<file path="config.mk">
export PLATFORM = sky130hd
export DESIGN_NAME = irrigation_pump_controller_flat
export DESIGN_NICKNAME = d
export VERILOG_FILES = /design/src/hw/rtl/ipc_pkg.sv /design/src/hw/rtl/ipc_if.sv /design/src/hw/rtl/irrigation_pump_controller.sv /design/src/hw/rtl/ipc_csr.sv /design/src/hw/rtl/ipc_in_stage.sv /design/src/hw/rtl/ipc_ctrl.sv /design/src/flat_wrapper.sv
export SDC_FILE = /design/constraint.sdc
export NUM_CORES = 1
export LEC_CHECK = 0
export CAP_MARGIN = 20
export CORE_ASPECT_RATIO = 0.7
export CORE_MARGIN = 1.5
export CORE_UTILIZATION = 41
export CTS_BUF_LIST = sky130_fd_sc_hd__clkbuf_4
export CTS_CLUSTER_SIZE = 12
export DETAILED_ROUTE_END_ITERATION = 8
export DONT_BUFFER_PORTS = 1
export SLEW_MARGIN = 20
export SYNTH_ARGS = -nofsm -noshare
export SYNTH_HDL_FRONTEND = slang
export SYNTH_SLANG_ARGS = --single-unit
</file>
<file path="constraint.sdc">
create_clock -name clock -period 5.45 [get_ports clock]
set_input_delay 0.545 -clock clock [delete_from_list [all_inputs] [get_ports clock]]
set_output_delay 0.545 -clock clock [all_outputs]
set_load 0.01 [all_outputs]
</file>
<file path="src/hw/rtl/ipc_pkg.sv">
// Shared types and constants for the irrigation pump controller.
// No dependencies; every other file of the block depends on this package.
package ipc_pkg;

   // Field widths
   localparam int MOISTURE_BITS = 10;
   localparam int TIME_BITS     = 16;
   localparam int EV_BITS       = 2;
   localparam int CSR_IDX_BITS  = 2;
   localparam int CSR_DATA_BITS = (TIME_BITS > MOISTURE_BITS) ? TIME_BITS : MOISTURE_BITS;

   // Register reset values
   localparam logic [MOISTURE_BITS-1:0] MOISTURE_LOW_RST  = MOISTURE_BITS'(300);
   localparam logic [MOISTURE_BITS-1:0] MOISTURE_HIGH_RST = MOISTURE_BITS'(700);
   localparam logic [TIME_BITS-1:0]     MAX_WATER_RST     = TIME_BITS'(60);
   localparam logic [TIME_BITS-1:0]     MANUAL_RUN_RST    = TIME_BITS'(10);

   // Register indexes
   typedef enum logic [CSR_IDX_BITS-1:0] {
      CSR_MOISTURE_LOW  = 2'd0,
      CSR_MOISTURE_HIGH = 2'd1,
      CSR_MAX_WATERING  = 2'd2,
      CSR_MANUAL_RUN    = 2'd3
   } csr_idx_type;

   // Event kinds
   typedef enum logic [EV_BITS-1:0] {
      EV_TICK     = 2'd0,
      EV_SAMPLE   = 2'd1,
      EV_MODE_BTN = 2'd2,
      EV_PUMP_BTN = 2'd3
   } ev_kind_type;

   typedef struct packed {
      logic [MOISTURE_BITS-1:0] moisture_low;
      logic [MOISTURE_BITS-1:0] moisture_high;
      logic [TIME_BITS-1:0]     max_watering_seconds;
      logic [TIME_BITS-1:0]     manual_run_seconds;
   } cfg_type;

   typedef struct packed {
      ev_kind_type              kind;
      logic [MOISTURE_BITS-1:0] moisture;
   } item_type;

   typedef struct packed {
      logic                 manual_mode;
      logic                 pump_running;
      logic                 lamp_watering;
      logic [TIME_BITS-1:0] run_elapsed;
      logic                 manual_busy;
      logic [TIME_BITS-1:0] manual_remaining;
   } ctl_state_type;

   typedef struct packed {
      logic pump_on;
      logic watering_lamp;
      logic manual_mode;
   } result_type;

endpackage

</file>
<file path="src/hw/rtl/ipc_if.sv">
// Valid/ready channel interfaces for the event input and the result output.
// Depends on ipc_pkg for the field widths.
interface ipc_req_if;
   logic                             valid;
   logic                             ready;
   logic [ipc_pkg::EV_BITS-1:0]      mode;
   logic [ipc_pkg::MOISTURE_BITS-1:0] moisture;

   modport source (output valid, output mode, output moisture, input ready);
   modport sink   (input valid, input mode, input moisture, output ready);
endinterface

interface ipc_rsp_if;
   logic valid;
   logic ready;
   logic pump_on;
   logic watering_lamp;
   logic manual_mode;

   modport source (output valid, output pump_on, output watering_lamp, output manual_mode,
                   input ready);
   modport sink   (input valid, input pump_on, input watering_lamp, input manual_mode,
                   output ready);
endinterface

</file>
<file path="src/hw/rtl/irrigation_pump_controller.sv">
// Top level of the irrigation pump controller.
// Depends on ipc_pkg, ipc_if, ipc_csr, ipc_in_stage and ipc_ctrl.

// Each event transfer (tick, moisture sample, mode button, pump button) yields exactly one
// result with the pump, lamp and mode after that event. Events are taken one per cycle
// back to back while the result side keeps draining; a result passes through the input register
// and then the result register, with the single compare-and-count pass between them. A
// stalled result side holds one result and one event before ready drops. Write the
// configuration registers only while no event is in flight.
module irrigation_pump_controller (
   input  logic                              clock,
   input  logic                              reset,
   ipc_req_if.sink                           req,
   ipc_rsp_if.source                         rsp,
   input  logic                              csr_wr_en,
   input  logic [ipc_pkg::CSR_IDX_BITS-1:0]  csr_index,
   input  logic [ipc_pkg::CSR_DATA_BITS-1:0] csr_wdata
);
   import ipc_pkg::*;

   cfg_type  cfg;
   item_type item;
   logic     item_valid;
   logic     take;

   ipc_csr u_csr (
      .clock     (clock),
      .reset     (reset),
      .csr_wr_en (csr_wr_en),
      .csr_index (csr_index),
      .csr_wdata (csr_wdata),
      .cfg       (cfg)
   );

   ipc_in_stage u_in_stage (
      .clock      (clock),
      .reset      (reset),
      .req        (req),
      .take       (take),
      .item_valid (item_valid),
      .item       (item)
   );

   ipc_ctrl u_ctrl (
      .clock      (clock),
      .reset      (reset),
      .cfg        (cfg),
      .item_valid (item_valid),
      .item       (item),
      .take       (take),
      .rsp        (rsp)
   );

endmodule

</file>
<file path="src/hw/rtl/ipc_csr.sv">
// Configuration registers: thresholds and run lengths, written by index.
// Depends on ipc_pkg.
module ipc_csr (
   input  logic                              clock,
   input  logic                              reset,
   input  logic                              csr_wr_en,
   input  logic [ipc_pkg::CSR_IDX_BITS-1:0]  csr_index,
   input  logic [ipc_pkg::CSR_DATA_BITS-1:0] csr_wdata,
   output ipc_pkg::cfg_type                  cfg
);
   import ipc_pkg::*;

   cfg_type cfg_ff;
   cfg_type cfg_in;

   // Decode the write into the addressed register
   always_comb begin
      cfg_in = cfg_ff;
      if (csr_wr_en) begin
         unique case (csr_idx_type'(csr_index))
            CSR_MOISTURE_LOW:  cfg_in.moisture_low         = csr_wdata[MOISTURE_BITS-1:0];
            CSR_MOISTURE_HIGH: cfg_in.moisture_high        = csr_wdata[MOISTURE_BITS-1:0];
            CSR_MAX_WATERING:  cfg_in.max_watering_seconds = csr_wdata[TIME_BITS-1:0];
            CSR_MANUAL_RUN:    cfg_in.manual_run_seconds   = csr_wdata[TIME_BITS-1:0];
            default:           cfg_in = cfg_ff;
         endcase
      end
   end

   always_ff @(posedge clock) begin
      if (reset) begin
         cfg_ff.moisture_low         <= MOISTURE_LOW_RST;
         cfg_ff.moisture_high        <= MOISTURE_HIGH_RST;
         cfg_ff.max_watering_seconds <= MAX_WATER_RST;
         cfg_ff.manual_run_seconds   <= MANUAL_RUN_RST;
      end else begin
         cfg_ff <= cfg_in;
      end
   end

   assign cfg = cfg_ff;

endmodule

</file>
<file path="src/hw/rtl/ipc_in_stage.sv">
// Input register for event transfers; frees itself when the controller takes the event.
// Depends on ipc_pkg and the ipc_req_if interface.
module ipc_in_stage (
   input  logic              clock,
   input  logic              reset,
   ipc_req_if.sink           req,
   input  logic              take,
   output logic              item_valid,
   output ipc_pkg::item_type item
);
   import ipc_pkg::*;

   logic     valid_ff;
   logic     valid_in;
   item_type item_ff;
   logic     accept;

   // Accept when empty or when the held event moves on this cycle
   assign req.ready = !valid_ff || take;
   assign accept    = req.valid && req.ready;

   always_comb begin
      valid_in = valid_ff;
      if (accept) begin
         valid_in = 1'b1;
      end else if (take) begin
         valid_in = 1'b0;
      end
   end

   always_ff @(posedge clock) begin
      if (reset) begin
         valid_ff <= 1'b0;
      end else begin
         valid_ff <= valid_in;
      end
   end

   // Hold the payload; no reset needed
   always_ff @(posedge clock) begin
      if (accept) begin
         item_ff.kind     <= ev_kind_type'(req.mode);
         item_ff.moisture <= req.moisture;
      end
   end

   assign item_valid = valid_ff;
   assign item       = item_ff;

endmodule

</file>
<file path="src/hw/rtl/ipc_ctrl.sv">
// Controller state update and result register: one event per cycle unless a held result is stalled.
// Depends on ipc_pkg and the ipc_rsp_if interface.
module ipc_ctrl (
   input  logic              clock,
   input  logic              reset,
   input  ipc_pkg::cfg_type  cfg,
   input  logic              item_valid,
   input  ipc_pkg::item_type item,
   output logic              take,
   ipc_rsp_if.source         rsp
);
   import ipc_pkg::*;

   ctl_state_type state_ff;
   ctl_state_type state_in;
   ctl_state_type nxt;
   logic          out_valid_ff;
   logic          out_valid_in;
   result_type    out_ff;

   // Move the event on when the result register is empty or being drained
   assign take = item_valid && (!out_valid_ff || rsp.ready);

   // Next state for the held event
   always_comb begin
      nxt = state_ff;
      if (state_ff.manual_busy) begin
         if (item.kind == EV_TICK) begin
            if (state_ff.manual_remaining > TIME_BITS'(1)) begin
               nxt.manual_remaining = state_ff.manual_remaining - TIME_BITS'(1);
            end else begin
               nxt.manual_remaining = '0;
               nxt.manual_busy      = 1'b0;
               nxt.pump_running     = 1'b0;
               nxt.lamp_watering    = 1'b0;
            end
         end
      end else begin
         unique case (item.kind)
            EV_TICK: begin
               if (!state_ff.manual_mode && state_ff.pump_running &&
                   state_ff.run_elapsed != '1) begin
                  nxt.run_elapsed = state_ff.run_elapsed + TIME_BITS'(1);
               end
            end
            EV_SAMPLE: begin
               if (!state_ff.manual_mode) begin
                  if (!state_ff.pump_running) begin
                     if (item.moisture <= cfg.moisture_low) begin
                        nxt.pump_running  = 1'b1;
                        nxt.lamp_watering = 1'b1;
                        nxt.run_elapsed   = '0;
                     end
                  end else if (item.moisture >= cfg.moisture_high ||
                               state_ff.run_elapsed >= cfg.max_watering_seconds) begin
                     nxt.pump_running  = 1'b0;
                     nxt.lamp_watering = 1'b0;
                  end
               end
            end
            EV_MODE_BTN: begin
               nxt.manual_mode  = !state_ff.manual_mode;
               nxt.pump_running = 1'b0;
               nxt.run_elapsed  = '0;
            end
            EV_PUMP_BTN: begin
               if (state_ff.manual_mode) begin
                  nxt.pump_running     = 1'b1;
                  nxt.lamp_watering    = 1'b1;
                  nxt.manual_busy      = 1'b1;
                  nxt.manual_remaining = cfg.manual_run_seconds;
               end
            end
            default: nxt = state_ff;
         endcase
      end
   end

   // Commit state only on an event transfer into the result register
   assign state_in = take ? nxt : state_ff;

   always_comb begin
      out_valid_in = out_valid_ff;
      if (take) begin
         out_valid_in = 1'b1;
      end else if (rsp.ready) begin
         out_valid_in = 1'b0;
      end
   end

   always_ff @(posedge clock) begin
      if (reset) begin
         state_ff     <= '0;
         out_valid_ff <= 1'b0;
      end else begin
         state_ff     <= state_in;
         out_valid_ff <= out_valid_in;
      end
   end

   // Load the result with the state after the event
   always_ff @(posedge clock) begin
      if (take) begin
         out_ff.pump_on       <= nxt.pump_running;
         out_ff.watering_lamp <= nxt.lamp_watering;
         out_ff.manual_mode   <= nxt.manual_mode;
      end
   end

   assign rsp.valid         = out_valid_ff;
   assign rsp.pump_on       = out_ff.pump_on;
   assign rsp.watering_lamp = out_ff.watering_lamp;
   assign rsp.manual_mode   = out_ff.manual_mode;

   // A manual run only exists in manual mode with the pump on
   a_busy_implies_run: assert property (@(posedge clock) disable iff (reset)
      state_ff.manual_busy |-> (state_ff.manual_mode && state_ff.pump_running))
      else $error("manual run without manual mode or pump");

   // The run timer only counts in auto mode
   a_elapsed_auto_only: assert property (@(posedge clock) disable iff (reset)
      (state_ff.run_elapsed != '0) |-> !state_ff.manual_mode)
      else $error("run timer set in manual mode");

   // A pending result always reflects the current controller state
   a_result_matches_state: assert property (@(posedge clock) disable iff (reset)
      out_valid_ff |-> (out_ff.pump_on == state_ff.pump_running &&
                        out_ff.watering_lamp == state_ff.lamp_watering &&
                        out_ff.manual_mode == state_ff.manual_mode))
      else $error("result register out of step with state");

   // A result appears only after an event transfer
   a_result_from_take: assert property (@(posedge clock) disable iff (reset)
      $rose(out_valid_ff) |-> $past(take))
      else $error("result without event");

endmodule

</file>
<file path="src/flat_wrapper.sv">
// flat-port wrapper written by rule: the top's interface ports become plain ports
module irrigation_pump_controller_flat import ipc_pkg::*;
  (clock, reset, csr_wr_en, csr_index, csr_wdata, req_valid, req_mode, req_moisture, req_ready, rsp_valid, rsp_pump_on, rsp_watering_lamp, rsp_manual_mode, rsp_ready);
  ipc_req_if req_i ();
  ipc_rsp_if rsp_i ();
  input  logic clock;
  input  logic reset;
  input  logic csr_wr_en;
  input  logic [ipc_pkg::CSR_IDX_BITS-1:0] csr_index;
  input  logic [ipc_pkg::CSR_DATA_BITS-1:0] csr_wdata;
  input wire logic [$bits(req_i.valid)-1:0] req_valid;
  input wire logic [$bits(req_i.mode)-1:0] req_mode;
  input wire logic [$bits(req_i.moisture)-1:0] req_moisture;
  output wire logic [$bits(req_i.ready)-1:0] req_ready;
  output wire logic [$bits(rsp_i.valid)-1:0] rsp_valid;
  output wire logic [$bits(rsp_i.pump_on)-1:0] rsp_pump_on;
  output wire logic [$bits(rsp_i.watering_lamp)-1:0] rsp_watering_lamp;
  output wire logic [$bits(rsp_i.manual_mode)-1:0] rsp_manual_mode;
  input wire logic [$bits(rsp_i.ready)-1:0] rsp_ready;
  assign req_i.valid = req_valid;
  assign req_i.mode = req_mode;
  assign req_i.moisture = req_moisture;
  assign req_ready = req_i.ready;
  assign rsp_valid = rsp_i.valid;
  assign rsp_pump_on = rsp_i.pump_on;
  assign rsp_watering_lamp = rsp_i.watering_lamp;
  assign rsp_manual_mode = rsp_i.manual_mode;
  assign rsp_i.ready = rsp_ready;
  irrigation_pump_controller u_core (.clock(clock), .reset(reset), .req(req_i), .rsp(rsp_i), .csr_wr_en(csr_wr_en), .csr_index(csr_index), .csr_wdata(csr_wdata));
endmodule
</file>
# ---- Yosys cells after proc, flatten, opt, wreduce, memory -nomap -nowiden
# Cells that the tools add are included.
# W data, S select, Z words.
dict set report op_classes {
  mul 0
  n_mux 25
  reduce_logical 23
  eq_ne 12
  div_mod_pow 0
  order_cmp 4
  addsub 2
  shift 0
  bitwise 1
}
# op n
set ops {}
lappend ops {{$mux W17} 4}
lappend ops {{$mux W16} 3}
lappend ops {{$pmux W16 S3} 1}
lappend ops {{$mux W18} 2}
lappend ops {{$add A16 B1 Y16 const B} 1}
lappend ops {{$ge A16 B16 Y1} 1}
lappend ops {{$gt A16 B1 Y1 const B} 1}
lappend ops {{$ne A16 B16 Y1 const B} 1}
lappend ops {{$sub A16 B1 Y16 const B} 1}
lappend ops {{$mux W2} 6}
lappend ops {{$ge A10 B10 Y1} 1}
lappend ops {{$le A10 B10 Y1} 1}
lappend ops {{$eq A2 B2 Y1 const B} 4}
lappend ops {{$reduce_and A2 Y1} 4}
lappend ops {{$reduce_bool A2 Y1} 4}
lappend ops {{$mux W1} 7}
lappend ops {{$reduce_and A7 Y1} 1}
lappend ops {{$ne A2 B2 Y1 const B} 3}
lappend ops {{$eq A2 B1 Y1 const B} 2}
lappend ops {{$logic_and A1 B1 Y1} 4}
lappend ops {{$logic_not A2 Y1} 2}
lappend ops {{$ne A2 B1 Y1 const B} 2}
lappend ops {{$reduce_and A4 Y1} 1}
lappend ops {{$logic_not A1 Y1} 3}
lappend ops {{other kinds (5)} 7}
dict set report word_totals {
  romBits 0
  input_bits 35
  latchBits 0
  output_inout_bits 5
  mem_count 0
  regBits 105
  word_cells 84
  ram_bits 0
}

# ---- Longest topological paths before layout
dict set report depth {
  word_depth 7
  depth_mapped 10
  mapped_depth_nobuf 9
}

# ---- Cells and area by module
# From an unflattened synthesis, not the netlist that was laid out.
dict set report unflattened {
  cells_unflattened 664
  hier_area_um2 5905.7
}
# mod cells_per_inst area_per_inst_um2 instances seq_area_each_um2
set by_module_without_submodules {}
lappend by_module_without_submodules {ipc_ctrl 447 3395.8 1 830.8}
lappend by_module_without_submodules {ipc_csr 200 2094.5 1 1041.0}
lappend by_module_without_submodules {ipc_in_stage 17 415.4 1 380.4}

# ---- Least setup slack after synthesis
# Ideal clock, no wire load.
dict set report synth_path {
  kind {register to register}
  startpoint {register u_core.u_ctrl.state_ff[17] (netlist name)}
  endpoint {register, netlist name u_core.u_ctrl.rsp.pump_on}
  synth_period_minus_slack_ns 2.193
  setup_time_ns 0.176
  arrival_time_ns 2.017
  path_slack_ns 3.257
  stages_incl_launch_ff 10
  required_time_ns 5.274
  n_path_buf 0
  path_cell_list {dfxtp_1 > inv_1 > ha_1 > nand2b_1 > a2111oi_2 > a211o_1 > a22oi_1 > a221oi_1 > a21oi_1 > o32ai_1}
}
# item line_no
set synth_rtl {}
lappend synth_rtl {{from (decl)} ipc_ctrl.sv:14} ;# ctl_state_type state_ff;
lappend synth_rtl {{from (signal assigned)} ipc_ctrl.sv:96} ;# state_ff <= state_in;

# ---- Worst setup path in the final report
dict set report layout_path {
  startpoint {register u_core.u_in_stage.item_ff (netlist bit u_core.u_in_stage.item[9])}
  endpoint {register u_core.u_ctrl.state_ff[24] (netlist name)}
}
dict set report layout_between {
  elab_chain_len 3
}
# item line_no
set layout_rtl {}
lappend layout_rtl {{from (decl)} ipc_in_stage.sv:15} ;# item_type item_ff;
lappend layout_rtl {{$le A10 B10 Y1} ipc_ctrl.sv:49} ;# if (item.moisture <= cfg.moisture_low) begin
lappend layout_rtl {{$ne A2 B2 Y1 (no line)} -}
lappend layout_rtl {{$reduce_and A7 Y1 (no line)} -}
# Every way passes these cells.
# A chain may end at the register's enable or synchronous reset.

==> impl_results.md <==
* Status: complete, no violations
* Finished Cell Area at between 5000 and 6000 um2
* Critical Path Start Type: flop
* Total number of vias at 4,494
* Die height at 99.52 um
* Core Rows at 35
* Max-slew violation count at 0
* Area Overhead vs Synth at 4.128%
* Yosys cell types at 61
* Reg area at about 2300 um2
* Post-synthesis area per instance at approximately 8.4 um2
* N_diodes at 0
* Iter 0 DRT Violations at 321
* PortBufs at 0
* Share of cells above drive strength 1 at 0.05156
* Most common cell after layout, fill and taps aside: nand2_1
* Hold WC Path Type: input port to flop
* Max-cap violations at 0
* Main synth FF type: dfxtp_1
* Post-CTS Hold Buffers at 0
* Final wirelength at ~13 mm
* CP arrival at around 3.2 ns
* Total track usage at 0.1935
* H-Tree Level Count at 3
* Net Count, Synth at 731
* Clock Root Buffer: clkbuf_4
* Drc violations at 0
* Die X at 140.9 um
* Post-synthesis cell area at about 5500 um2
* Clock Sinks at between 100 and 150
* Initial antenna violation count at 0
* Clk_skew at ~0.013 ns
* Dominant cell type by area after synthesis: dfxtp_1
* Synthesized instance count at between 600 and 700
* RSZ-0062 raised after global routing: no
* P_leak at roughly 2.2 nW
* Initial Util at 0.4167
* Largest net degree at the start of global routing at 81
* Register area share after synthesis at 0.4127
* CTS Buf Count at 9
* Final ANT Viol Nets at 0
* Placed cell areas at between 5000 and 6000 um2
* Dpl hpwl at 9.683 mm
* Minimum clock period at between 2 and 3 ns
* Post CTS Setup Buffer Count at 0
* First-pass iteration count of the detailed router at 5
* Reg clk slew, reported paths at between 0.15 and 0.2 ns
* CP required at ~5.8 ns
* Setup TNS at 0 ns
* CTS max path bufs at 2
* Die Area at between 10,000 and 15,000 um2
* Fin crit share at 0.5195
* Commonest cells after routing, fill and taps aside: nand2_1, dfxtp_1, nor2_1
* CP max FO at 11
* Power per standard cell area at 237.7 nW/um2
* Number of global-route vias before repair at about 4,200
* Yosys warnings at 0
* Slew margin rel. at 0.4403
* Post-synth EDFFs at 15
* Placeable Area at approximately 13,000 um2
* Post-CTS resize count at 0
* CP Capture Type: flop
* WS Path Type: flop to flop
* Grt total ovfl at 0
* Async set-reset flop share out of synthesis at 0
* GPL Wtd Cong at ~0.89
* Synth top area cells: dfxtp_1, ha_1, edfxtp_1
* TritonCTS clock tree: yes
* Worst vdd ir at 125.1 uV
* Fillers at between 1,000 and 1,500
* Clk_lat worst skew at about 0.47 ns
* Peak Freq at approximately 350 MHz
* I/O Pins at 40
* DR WL/cell at between 15 and 20 um
* Worst-margin pin slew at approximately 0.83 ns
* Hold Vio Cnt, Final at 0
* Synth Register Bits at between 100 and 150
* Nets@finish at between 700 and 800
* First-pass GRT wire length at approximately 21 mm
* Endpoints failing setup at 0
* Multi-input combinational cell area at a little under 3000 um2
* DR vias/cell at between 5 and 6
* Top cell type's share of synthesized area at 0.3302
==> registers in the layout, summed over array words and instances (netlist names) <==
register / flops
u_core.u_ctrl.state_ff: 36
u_core.u_ctrl.rsp.manual_mode: 1
u_core.u_ctrl.rsp.pump_on: 1
u_core.u_in_stage.item_valid: 1
u_core.u_csr.cfg: 52
u_core.u_ctrl.rsp.watering_lamp: 1
u_core.u_ctrl.rsp.valid: 1
u_core.u_in_stage.item: 12
==> power breakdown <==
part | total, mW | leakage (nW) | switching [mW] | internal (mW)
clock | 0.405 | 0.0754 | 0.261 | 0.143
sequential | 0.828 | 0.877 | 0.0169 | 0.811
combinational | 0.117 | 1.23 | 0.0712 | 0.0463
total | 1.35 | 2.18 | 0.349 | 1.00
==> cell families after synthesis <==
group	after synthesis	share of synthesized area
flops	105	0.4127
fa+ha+maj	43	0.09860
buf+inv	78	0.05687
xor+xnor	15	0.02408
compound gates	151	0.1791
mux	1	0.001835
simple gates	260	0.2268
==> path summary, 6_finish.rpt <==
| check | start | to | slack (ns) | depth (start not counted) |
|---|---|---|---|---|
| setup / recovery | u_core.u_in_stage.item[9]$_DFFE_PP_ | u_core.u_ctrl.state_ff[24]$_SDFFE_PP0P_ | 2.62 | 8 |
| setup reg to reg | u_core.u_in_stage.item[9]$_DFFE_PP_ | u_core.u_ctrl.state_ff[24]$_SDFFE_PP0P_ | 2.62 | 8 |
| hold / removal | reset | u_core.u_ctrl.state_ff[19]$_SDFFE_PP0P_ | 0.12 | 1 |
| hold reg to reg | u_core.u_csr.cfg[22]$_SDFFE_PP0P_ | u_core.u_csr.cfg[22]$_SDFFE_PP0P_ | 0.47 | 2 |
==> worst max-delay path, stage by stage (launching register included) <==
cell      delay [ns]
edfxtp_1        0.45
ha_1            0.32
nand4_1         0.15
nor4_1          0.62
nand2b_1        0.22
o21ai_1         0.26
nor4_1          0.45
xnor2_1         0.18
nor2_1          0.06
==> per-layer routing <==
metal  vias up  share of wire  GRT usage  wire (um)
li1       2230              -          -          -
met1      2140           0.53     0.2820       6911
met2       104           0.40     0.2834       5316
met3        20          0.055    0.04718        727
met4         0          0.015    0.05369        193
met5         -              0          0          0
==> stage by stage <==
stage	hold slack, ns	utilization	total power [mW]	std cells	setup slack, ns
after detailed placement	0.4445	0.4229	0.9614	790	2.660
after global routing	0.09416	0.4339	1.408	806	2.384
after CTS	0.09981	0.4333	1.361	806	2.624
after floorplan	0.4317	-	0.9391	653	3.257
after global placement	0.4424	0.4229	0.9573	790	2.787
final	0.1196	0.4339	1.351	806	2.619
==> Yosys cell counts (all sizes together), types with 7 or more instances <==
master / instances
nand2: 109
o21ai: 31
xnor2: 9
clkbuf: 20
nor3: 9
nor2: 72
edfxtp: 15
a211o: 13
nand4: 12
a21oi: 54
a211oi: 7
nand3: 13
inv: 49
a22oi: 12
nor4: 9
dfxtp: 90
buf: 9
nand3b: 9
ha: 43
==> layout make-up <==
class / count / share of cell area
clock buffers: 10 / 0.01321
clock inverters: 6 / 0.01057
multi-input cells: 470 / 0.5109
well taps: 166 / 0.03656
inverters: 49 / 0.03237
flip-flops and latches: 105 / 0.3964
Power figures use the tool's default switching activity.
